`src/sv/acia_pkg.sv`:
```
// Shared types, codes and constants for the serial ACIA register block.
// Used by every module of the block; depends on nothing else.
`default_nettype none

package acia_pkg;

    // Access kinds carried by an input word
    typedef enum logic [1:0] {
        CMD_WRITE = 2'd0,
        CMD_READ  = 2'd1,
        CMD_PEEK  = 2'd2,
        CMD_TICK  = 2'd3
    } acia_cmd_t;

    // Register map, 6551 order
    typedef enum logic [1:0] {
        REG_DATA    = 2'd0,
        REG_STATUS  = 2'd1,
        REG_COMMAND = 2'd2,
        REG_CONTROL = 2'd3
    } acia_sel_t;

    // Configuration register indexes
    localparam int CFG_IDX_W = 1;
    localparam logic [CFG_IDX_W-1:0] CFG_TICK_PERIOD = 1'b0;
    localparam logic [CFG_IDX_W-1:0] CFG_NMI_SELECT  = 1'b1;
    localparam int CFG_DATA_W = 16;

    localparam logic [15:0] PERIOD_RESET    = 16'd21111;
    localparam logic [7:0]  TDRE_CLEAR_MASK = 8'hef;
    localparam logic [7:0]  CMD_KEEP_MASK   = 8'he0;
    localparam logic [7:0]  TDRE_BIT        = 8'h10;
    localparam logic [7:0]  IRQ_BIT         = 8'h80;
    localparam logic [7:0]  RDRF_BIT        = 8'h08;
    localparam logic [7:0]  OVR_BIT         = 8'h04;
    localparam logic [7:0]  STATUS_RESET    = TDRE_BIT;

    localparam logic [1:0]  TX_PEND_NONE = 2'd0;
    localparam logic [1:0]  TX_PEND_ONE  = 2'd1;
    localparam logic [1:0]  TX_PEND_FULL = 2'd2;

    // One input word
    typedef struct packed {
        acia_cmd_t  cmd;
        acia_sel_t  reg_sel;
        logic [7:0] wdata;
        logic       rx_valid;
        logic [7:0] rx_byte;
    } acia_item_t;

    // One result word
    typedef struct packed {
        logic [7:0] rdata;
        logic       tx_valid;
        logic [7:0] tx_byte;
        logic       rx_taken;
        logic       irq_active;
        logic       irq_is_nmi;
    } acia_result_t;

endpackage

`default_nettype wire

```
`src/sv/acia_serial_port_registers.sv`:
```
// Simplified serial ACIA register block with 6551 register order.
// Each s_ word is a register write, a read, a side-effect-free peek or one
// clock tick; each gives exactly one m_ word with the read byte, any byte
// sent to the line, whether an offered receive byte was taken, and the
// interrupt level and kind.
// A word in the input register is applied to the registers when it moves
// into the result register, and its result is shown on m_ from then on.
// Throughput: one word per cycle while m_ready stays high; the input
// register and the result register are the only stages, with one pass of
// byte logic between them.
// When m_ready is low a full result register holds its word, and the
// input register takes a word only while it is empty; s_ready then drops
// until m_ready returns. Reset empties both stages and returns all
// registers to their reset values: status shows transmit empty, link
// closed, alarm disarmed, tick period 21111 and maskable interrupt kind.
// Configuration writes (cfg_wr_en, cfg_index, cfg_wdata) take effect at
// once; index 0 is the tick period, index 1 the interrupt kind.
// Depends on acia_pkg, acia_in_stage, acia_core and acia_out_stage.
`default_nettype none

module acia_serial_port_registers (
    input  wire logic                            aclk,
    input  wire logic                            aresetn,
    input  wire logic                            cfg_wr_en,
    input  wire logic [acia_pkg::CFG_IDX_W-1:0]  cfg_index,
    input  wire logic [acia_pkg::CFG_DATA_W-1:0] cfg_wdata,
    input  wire logic                            s_valid,
    output logic                                 s_ready,
    input  wire logic [1:0]                      s_cmd,
    input  wire logic [1:0]                      s_reg_sel,
    input  wire logic [7:0]                      s_wdata,
    input  wire logic                            s_rx_valid,
    input  wire logic [7:0]                      s_rx_byte,
    output logic                                 m_valid,
    input  wire logic                            m_ready,
    output logic [7:0]                           m_rdata,
    output logic                                 m_tx_valid,
    output logic [7:0]                           m_tx_byte,
    output logic                                 m_rx_taken,
    output logic                                 m_irq_active,
    output logic                                 m_irq_is_nmi
);

    acia_pkg::acia_item_t   s_item;
    acia_pkg::acia_item_t   item;
    acia_pkg::acia_result_t result;
    acia_pkg::acia_result_t m_result;
    logic                   item_valid;
    logic                   advance;

    // Pack the input word
    always_comb begin
        s_item.cmd      = acia_pkg::acia_cmd_t'(s_cmd);
        s_item.reg_sel  = acia_pkg::acia_sel_t'(s_reg_sel);
        s_item.wdata    = s_wdata;
        s_item.rx_valid = s_rx_valid;
        s_item.rx_byte  = s_rx_byte;
    end

    acia_in_stage u_in (
        .aclk       (aclk),
        .aresetn    (aresetn),
        .s_valid    (s_valid),
        .s_ready    (s_ready),
        .s_item     (s_item),
        .advance    (advance),
        .item_valid (item_valid),
        .item       (item)
    );

    acia_core u_core (
        .aclk      (aclk),
        .aresetn   (aresetn),
        .cfg_wr_en (cfg_wr_en),
        .cfg_index (cfg_index),
        .cfg_wdata (cfg_wdata),
        .advance   (advance),
        .item      (item),
        .result    (result)
    );

    acia_out_stage u_out (
        .aclk       (aclk),
        .aresetn    (aresetn),
        .item_valid (item_valid),
        .result     (result),
        .advance    (advance),
        .m_valid    (m_valid),
        .m_ready    (m_ready),
        .m_result   (m_result)
    );

    // Unpack the result word
    assign m_rdata      = m_result.rdata;
    assign m_tx_valid   = m_result.tx_valid;
    assign m_tx_byte    = m_result.tx_byte;
    assign m_rx_taken   = m_result.rx_taken;
    assign m_irq_active = m_result.irq_active;
    assign m_irq_is_nmi = m_result.irq_is_nmi;

endmodule

`default_nettype wire

```
`src/sv/acia_in_stage.sv`:
```
// Input register of the ACIA block: captures one word from the s_ channel.
// Depends on acia_pkg for the item type.
`default_nettype none

module acia_in_stage (
    input  wire logic              aclk,
    input  wire logic              aresetn,
    input  wire logic              s_valid,
    output logic                   s_ready,
    input  wire acia_pkg::acia_item_t s_item,
    input  wire logic              advance,
    output logic                   item_valid,
    output acia_pkg::acia_item_t   item
);

    logic                 valid_reg;
    acia_pkg::acia_item_t item_reg;

    // Accept when empty or when the held word moves on this cycle
    assign s_ready    = !valid_reg || advance;
    assign item_valid = valid_reg;
    assign item       = item_reg;

    // Hold the valid flag
    always_ff @(posedge aclk) begin
        if (!aresetn) begin
            valid_reg <= 1'b0;
        end else if (s_ready) begin
            valid_reg <= s_valid;
        end
    end

    // Capture the payload
    always_ff @(posedge aclk) begin
        if (s_valid && s_ready) begin
            item_reg <= s_item;
        end
    end

endmodule

`default_nettype wire

```
`src/sv/acia_core.sv`:
```
// Register file and service logic of the ACIA: applies one word per cycle while the result register takes it.
// Depends on acia_pkg for codes, masks and the item/result types.
`default_nettype none

module acia_core (
    input  wire logic                                 aclk,
    input  wire logic                                 aresetn,
    input  wire logic                                 cfg_wr_en,
    input  wire logic [acia_pkg::CFG_IDX_W-1:0]       cfg_index,
    input  wire logic [acia_pkg::CFG_DATA_W-1:0]      cfg_wdata,
    input  wire logic                                 advance,
    input  wire acia_pkg::acia_item_t                 item,
    output acia_pkg::acia_result_t                    result
);

    logic [15:0] tick_period_reg;
    logic        nmi_select_reg;

    logic [7:0]  command_reg,  command_next;
    logic [7:0]  control_reg,  control_next;
    logic [7:0]  status_reg,   status_next;
    logic [7:0]  rx_byte_reg,  rx_byte_next;
    logic [7:0]  tx_byte_reg,  tx_byte_next;
    logic [1:0]  tx_pend_reg,  tx_pend_next;
    logic        link_reg,     link_next;
    logic        irq_reg,      irq_next;
    logic        armed_reg,    armed_next;
    logic [15:0] alarm_reg,    alarm_next;

    logic [7:0]  view;

    // Configuration registers
    always_ff @(posedge aclk) begin
        if (!aresetn) begin
            tick_period_reg <= acia_pkg::PERIOD_RESET;
            nmi_select_reg  <= 1'b0;
        end else if (cfg_wr_en) begin
            case (cfg_index)
                acia_pkg::CFG_TICK_PERIOD: tick_period_reg <= cfg_wdata[15:0];
                acia_pkg::CFG_NMI_SELECT:  nmi_select_reg  <= cfg_wdata[0];
                default: ;
            endcase
        end
    end

    // Register view for reads and peeks
    always_comb begin
        case (item.reg_sel)
            acia_pkg::REG_DATA:    view = rx_byte_reg;
            acia_pkg::REG_STATUS:  view = status_reg | (irq_reg ? acia_pkg::IRQ_BIT : 8'h00);
            acia_pkg::REG_COMMAND: view = command_reg;
            default:               view = control_reg;
        endcase
    end

    // Next state and result for the word at the input register
    always_comb begin
        command_next = command_reg;
        control_next = control_reg;
        status_next  = status_reg;
        rx_byte_next = rx_byte_reg;
        tx_byte_next = tx_byte_reg;
        tx_pend_next = tx_pend_reg;
        link_next    = link_reg;
        irq_next     = irq_reg;
        armed_next   = armed_reg;
        alarm_next   = alarm_reg;
        result       = '0;

        case (item.cmd)
            acia_pkg::CMD_WRITE: begin
                case (item.reg_sel)
                    acia_pkg::REG_DATA: begin
                        tx_byte_next = item.wdata;
                        if (command_reg[0]) begin
                            if (tx_pend_reg == acia_pkg::TX_PEND_NONE) begin
                                armed_next   = 1'b1;
                                alarm_next   = 16'd1;
                                tx_pend_next = acia_pkg::TX_PEND_FULL;
                            end else if (tx_pend_reg == acia_pkg::TX_PEND_ONE) begin
                                tx_pend_next = acia_pkg::TX_PEND_FULL;
                            end
                            status_next = status_reg & acia_pkg::TDRE_CLEAR_MASK;
                        end
                    end
                    acia_pkg::REG_STATUS: begin
                        // Programmed reset
                        link_next    = 1'b0;
                        status_next  = status_reg & ~acia_pkg::OVR_BIT;
                        command_next = command_reg & acia_pkg::CMD_KEEP_MASK;
                        tx_pend_next = acia_pkg::TX_PEND_NONE;
                        irq_next     = 1'b0;
                        armed_next   = 1'b0;
                    end
                    acia_pkg::REG_COMMAND: begin
                        command_next = item.wdata;
                        if (item.wdata[0] && !link_reg) begin
                            link_next  = 1'b1;
                            armed_next = 1'b1;
                            alarm_next = tick_period_reg;
                        end else if (link_reg && !item.wdata[0]) begin
                            link_next  = 1'b0;
                            armed_next = 1'b0;
                        end
                    end
                    default: begin
                        control_next = item.wdata;
                    end
                endcase
            end
            acia_pkg::CMD_READ: begin
                result.rdata = view;
                if (item.reg_sel == acia_pkg::REG_DATA) begin
                    status_next = status_reg & ~acia_pkg::RDRF_BIT;
                end else if (item.reg_sel == acia_pkg::REG_STATUS) begin
                    irq_next = 1'b0;
                end
            end
            acia_pkg::CMD_PEEK: begin
                result.rdata = view;
            end
            default: begin
                // Clock tick: when armed, count down and service the line when the alarm expires
                if (armed_reg) begin
                    if (alarm_reg > 16'd1) begin
                        alarm_next = alarm_reg - 16'd1;
                    end else begin
                        if (tx_pend_reg == acia_pkg::TX_PEND_FULL && link_reg) begin
                            result.tx_valid = 1'b1;
                            result.tx_byte  = tx_byte_reg;
                        end
                        if (tx_pend_reg != acia_pkg::TX_PEND_NONE) begin
                            tx_pend_next = tx_pend_reg - 2'd1;
                        end
                        if (link_reg && !status_reg[3] && item.rx_valid) begin
                            rx_byte_next    = item.rx_byte;
                            status_next     = status_reg | acia_pkg::TDRE_BIT
                                              | acia_pkg::RDRF_BIT;
                            result.rx_taken = 1'b1;
                        end else begin
                            status_next = status_reg | acia_pkg::TDRE_BIT;
                        end
                        irq_next   = 1'b1;
                        alarm_next = tick_period_reg;
                    end
                end
            end
        endcase

        result.irq_active = irq_next;
        result.irq_is_nmi = nmi_select_reg;
    end

    // Commit state when the word moves to the result register
    always_ff @(posedge aclk) begin
        if (!aresetn) begin
            command_reg <= 8'h00;
            control_reg <= 8'h00;
            status_reg  <= acia_pkg::STATUS_RESET;
            rx_byte_reg <= 8'h00;
            tx_byte_reg <= 8'h00;
            tx_pend_reg <= acia_pkg::TX_PEND_NONE;
            link_reg    <= 1'b0;
            irq_reg     <= 1'b0;
            armed_reg   <= 1'b0;
            alarm_reg   <= 16'd0;
        end else if (advance) begin
            command_reg <= command_next;
            control_reg <= control_next;
            status_reg  <= status_next;
            rx_byte_reg <= rx_byte_next;
            tx_byte_reg <= tx_byte_next;
            tx_pend_reg <= tx_pend_next;
            link_reg    <= link_next;
            irq_reg     <= irq_next;
            armed_reg   <= armed_next;
            alarm_reg   <= alarm_next;
        end
    end

endmodule

`default_nettype wire

```
`src/sv/acia_out_stage.sv`:
```
// Result register of the ACIA block: holds one word for the m_ channel.
// Depends on acia_pkg for the result type.
`default_nettype none

module acia_out_stage (
    input  wire logic                   aclk,
    input  wire logic                   aresetn,
    input  wire logic                   item_valid,
    input  wire acia_pkg::acia_result_t result,
    output logic                        advance,
    output logic                        m_valid,
    input  wire logic                   m_ready,
    output acia_pkg::acia_result_t      m_result
);

    logic                   valid_reg;
    acia_pkg::acia_result_t result_reg;

    // Move a word in when the register is free or is being drained
    assign advance  = item_valid && (!valid_reg || m_ready);
    assign m_valid  = valid_reg;
    assign m_result = result_reg;

    // Hold the valid flag
    always_ff @(posedge aclk) begin
        if (!aresetn) begin
            valid_reg <= 1'b0;
        end else if (advance) begin
            valid_reg <= 1'b1;
        end else if (m_ready) begin
            valid_reg <= 1'b0;
        end
    end

    // Capture the result
    always_ff @(posedge aclk) begin
        if (advance) begin
            result_reg <= result;
        end
    end

endmodule

`default_nettype wire
```
`config.mk`:
```
export PLATFORM = sky130hd
export DESIGN_NAME = acia_serial_port_registers
export DESIGN_NICKNAME = d
export VERILOG_FILES = /design/src/sv/acia_pkg.sv /design/src/sv/acia_serial_port_registers.sv /design/src/sv/acia_in_stage.sv /design/src/sv/acia_core.sv /design/src/sv/acia_out_stage.sv
export SDC_FILE = /design/constraint.sdc
export NUM_CORES = 1
export LEC_CHECK = 0
export ABC_AREA = 1
export BUFFER_PORTS_ARGS = -buffer_cell sky130_fd_sc_hd__buf_2
export CORE_ASPECT_RATIO = 2
export CORE_MARGIN = 2
export CORE_UTILIZATION = 25
export CTS_BUF_LIST = sky130_fd_sc_hd__clkbuf_16
export CTS_CLUSTER_SIZE = 8
export DETAILED_ROUTE_END_ITERATION = 8
export SYNTH_ARGS = -nofsm -noshare
export SYNTH_HDL_FRONTEND = slang
export SYNTH_HIERARCHICAL = 1
export SYNTH_SLANG_ARGS = --single-unit
```
`constraint.sdc`:
```
create_clock -name aclk -period 9.2 [get_ports aclk]
set_input_delay 0 -clock aclk [delete_from_list [all_inputs] [get_ports aclk]]
set_output_delay 0 -clock aclk [all_outputs]
set_load 0.05 [all_outputs]
```
==> impl_metrics.tcl <==
set metrics [dict create \
    outcome "completed" \
    routabilityCongestion 0.921 \
    synth_top_area_frac 0.279 \
    yosysWarnings 6 \
    antennaDiodeCount 0 \
    syn_nets 708 \
    dieHeight_um 210 \
    cts_tree "yes" \
    holdWs_ns 0.115 \
    cp_cell_sequence "inv_1 -> ha_1 -> clkinv_1 -> nand2_1 -> inv_1 -> nand2_1 -> nand3_1 -> nand2_1 -> inv_1" \
    hold_path_class "in2reg" \
    syn_to_final_growth_pct 29.3 \
    pwr-share-seq 0.407 \
    largest_register_ffs 21 \
    crit_path_end_kind "flip-flop" \
    worstMarginPinSlew_ns 0.701 \
    first_iter_violations 234 \
    clockBufferDepth 2 \
    drc_errors 0 \
    fin_crit_sh 0.284 \
    cts_buffers 17 \
    yosysSeqAreaShare 0.510 \
    grt_overflow 0 \
    maxCapViolCount 0 \
    cts-root-buf "clkbuf_16" \
    dieArea_um2 22500 \
    p_per_area_nw_per_um2 202 \
    required_ns 9.51 \
    start_kind "flip-flop" \
    hpwl_mm 10.7 \
    synth_area_um2 5310 \
    hold_viol_final 0 \
    grt_max_degree 62 \
    path_clk_slew_ns 0.06 \
    cpPeakStageDelay_ns 0.58 \
    critPathKind "reg2reg" \
    clkPwrFrac 0.456 \
    syn_inst 652 \
    ys_ff_latch 115 \
    routed_wl_mm 14.7 \
    core_um2 20900 \
    crit_path_max_fanout 19 \
    switchingPower_uw 369 \
    crit_family "buffers and inverters" \
    comb_power_share 0.138 \
    grt_pass1_wl_mm 22.4 \
    syn_avg_cell_area_um2 8.15 \
    leakage_nw 2.96 \
    sw_frac_of_total 0.265 \
    yosysUniqueCellTypes 37 \
    ctsHoldBuffers 42 \
    finalMaxSlewViolations 0 \
    io_pins 65 \
    dieWidth_um 107 \
    io_buffers 64 \
    grt_use_total 0.132 \
    rsz0062_at_grt "no" \
    min_period_ns 2.61 \
    antenna_found_initial 0 \
    postCtsSetupBuffers 0 \
    cts_resized 0 \
    ir_drop_v 0.0000944 \
    vias 4615 \
    via_per_inst 4.44 \
    initial_utilization 0.254 \
    antenna_left 0 \
    h-tree-depth 4 \
    finClkSkew_ns 0.0110 \
    clk_latency_ns 0.41 \
    wl_per_cell_um 14.1 \
    cts_sinks 115 \
    slowest_stage "ha_1" \
    worst_ep_arrival_time_ns 2.92 \
    grt_pass1_vias 4499 \
    layout.nets 813 \
    relSlewSlack 0.533 \
    fmax_mhz 383 \
    synth_top_cell_by_area "dfxtp_1" \
    fp-row-count 75 \
    crit_buf_inv 4 \
    fin_tns_setup_ns 0 \
    drive_gt1_frac 0.158 \
    dr.pass1.iters 4 \
    synth_area_leaders "dfxtp_1 (28%), edfxtp_1 (23%), nand2_1 (9.0%)" \
    p_int_mw 1.02 \
    setup_violations 0 \
]
[through the flow]
| step | power, mW | setup WS [ns] | instance area, um^2 | cells | utilization |
|---|---|---|---|---|---|
| 4_1_cts | 1.41 | 6.59 | 6870 | 1039 | 0.328 |
| 6_report | 1.39 | 6.59 | 6870 | 1039 | 0.328 |
| 3_3_place_gp | 0.752 | 6.68 | 5880 | 965 | 0.281 |
| 3_5_place_dp | 0.753 | 6.58 | 5880 | 965 | 0.281 |
| 2_1_floorplan | 0.699 | 5.71 | 5310 | 652 | - |
| 5_1_grt | 1.45 | 6.31 | 6870 | 1039 | 0.328 |
[synth_stat cells]
| library cell | count |
|---|---|
| or2_2 | 2 |
| nand4_1 | 2 |
| nor3_4 | 1 |
| buf_4 | 2 |
| nor2_4 | 4 |
| clkinv_1 | 1 |
| a21oi_1 | 64 |
| a31oi_1 | 4 |
| o21ai_1 | 14 |
| nand2_1 | 127 |
| and2_1 | 1 |
| ha_1 | 13 |
| nor2_1 | 84 |
| nand4_4 | 1 |
| inv_2 | 3 |
| nand2_2 | 4 |
| edfxtp_1 | 41 |
| nor2_2 | 3 |
| nand3b_1 | 2 |
| buf_6 | 3 |
| inv_1 | 74 |
| nand4_2 | 1 |
| clkbuf_1 | 12 |
| buf_1 | 1 |
| nand3_1 | 37 |
| a221oi_1 | 5 |
| o21bai_1 | 1 |
| xor2_1 | 1 |
| o21ai_0 | 45 |
| buf_2 | 6 |
| nand2_4 | 2 |
| dfxtp_1 | 74 |
| a21oi_2 | 3 |
| o211ai_1 | 7 |
| o21ai_2 | 2 |
| xnor2_1 | 3 |
| nor3_1 | 2 |
[power by group through the flow]
stage	Combinational (mW)	Clock [mW]	Sequential [mW]
floorplan	0.111	0	0.588
global placement	0.177	0	0.575
detailed placement	0.177	0	0.576
CTS	0.193	0.648	0.565
global route	0.210	0.673	0.567
finish	0.191	0.634	0.565
[final timing paths]
check	from	endpoint	slack, ns	cells after the start
max	u_in/item[20]	u_core/alarm_reg[8]	6.59	9
min	cfg_index	u_core/tick_period_reg[2]	0.11	5
max reg2reg	u_in/item[20]	u_core/alarm_reg[8]	6.59	9
min reg2reg	u_core/tx_byte_reg[2]	u_core/tx_byte_reg[2]	0.46	2
[placed cells by master (no fill, tap or decap), types with 5 or more instances in the layout]
master           n
clkbuf_16       18
inv_1           78
nand3_1         37
dfxtp_1         74
nor2_1          84
a221oi_1         5
buf_2           64
o21ai_1         14
o21ai_0         45
dlygate4sd3_1   42
edfxtp_1        41
nand2_1        127
o211ai_1         7
a21oi_2          5
a21oi_1         62
ha_1            13
[layer usage]
layer,GRT usage,wire length [um],share of wire,up-vias
met4,0.0864,750,0.051,0
met3,0.0213,349,0.024,39
met2,0.256,8360,0.57,91
met5,0,0,0,-
met1,0.121,5210,0.36,2126
li1,-,-,-,2359
[cell families (layout without fill, tap and decap cells)]
logic type	count (synthesis)	count (layout)	share of synthesized area
AO/OA/AOI/OAI	145	145	0.148
XOR/XNOR	4	4	0.00659
buffers and inverters	102	220	0.0791
adder cells (fa/ha/maj)	13	13	0.0306
flip-flops	115	115	0.510
AND/OR/NAND/NOR	273	273	0.225
[final cells by class]
type | count | area, um^2
clock inverters | 14 | 121
repair buffers | 110 | 771
well taps | 269 | 337
multi-input cells | 435 | 2190
inverters | 78 | 293
fillers | 2187 | 14100
clock buffers | 18 | 450
flip-flops and latches | 115 | 2710
[tightest hold or removal path, stage by stage]
cell,delay (ns)
buf_2,0.10
nor2_1,0.04
buf_4,0.19
nand2_1,0.07
nand3_1,0.06
Power figures use the tool's default switching activity.
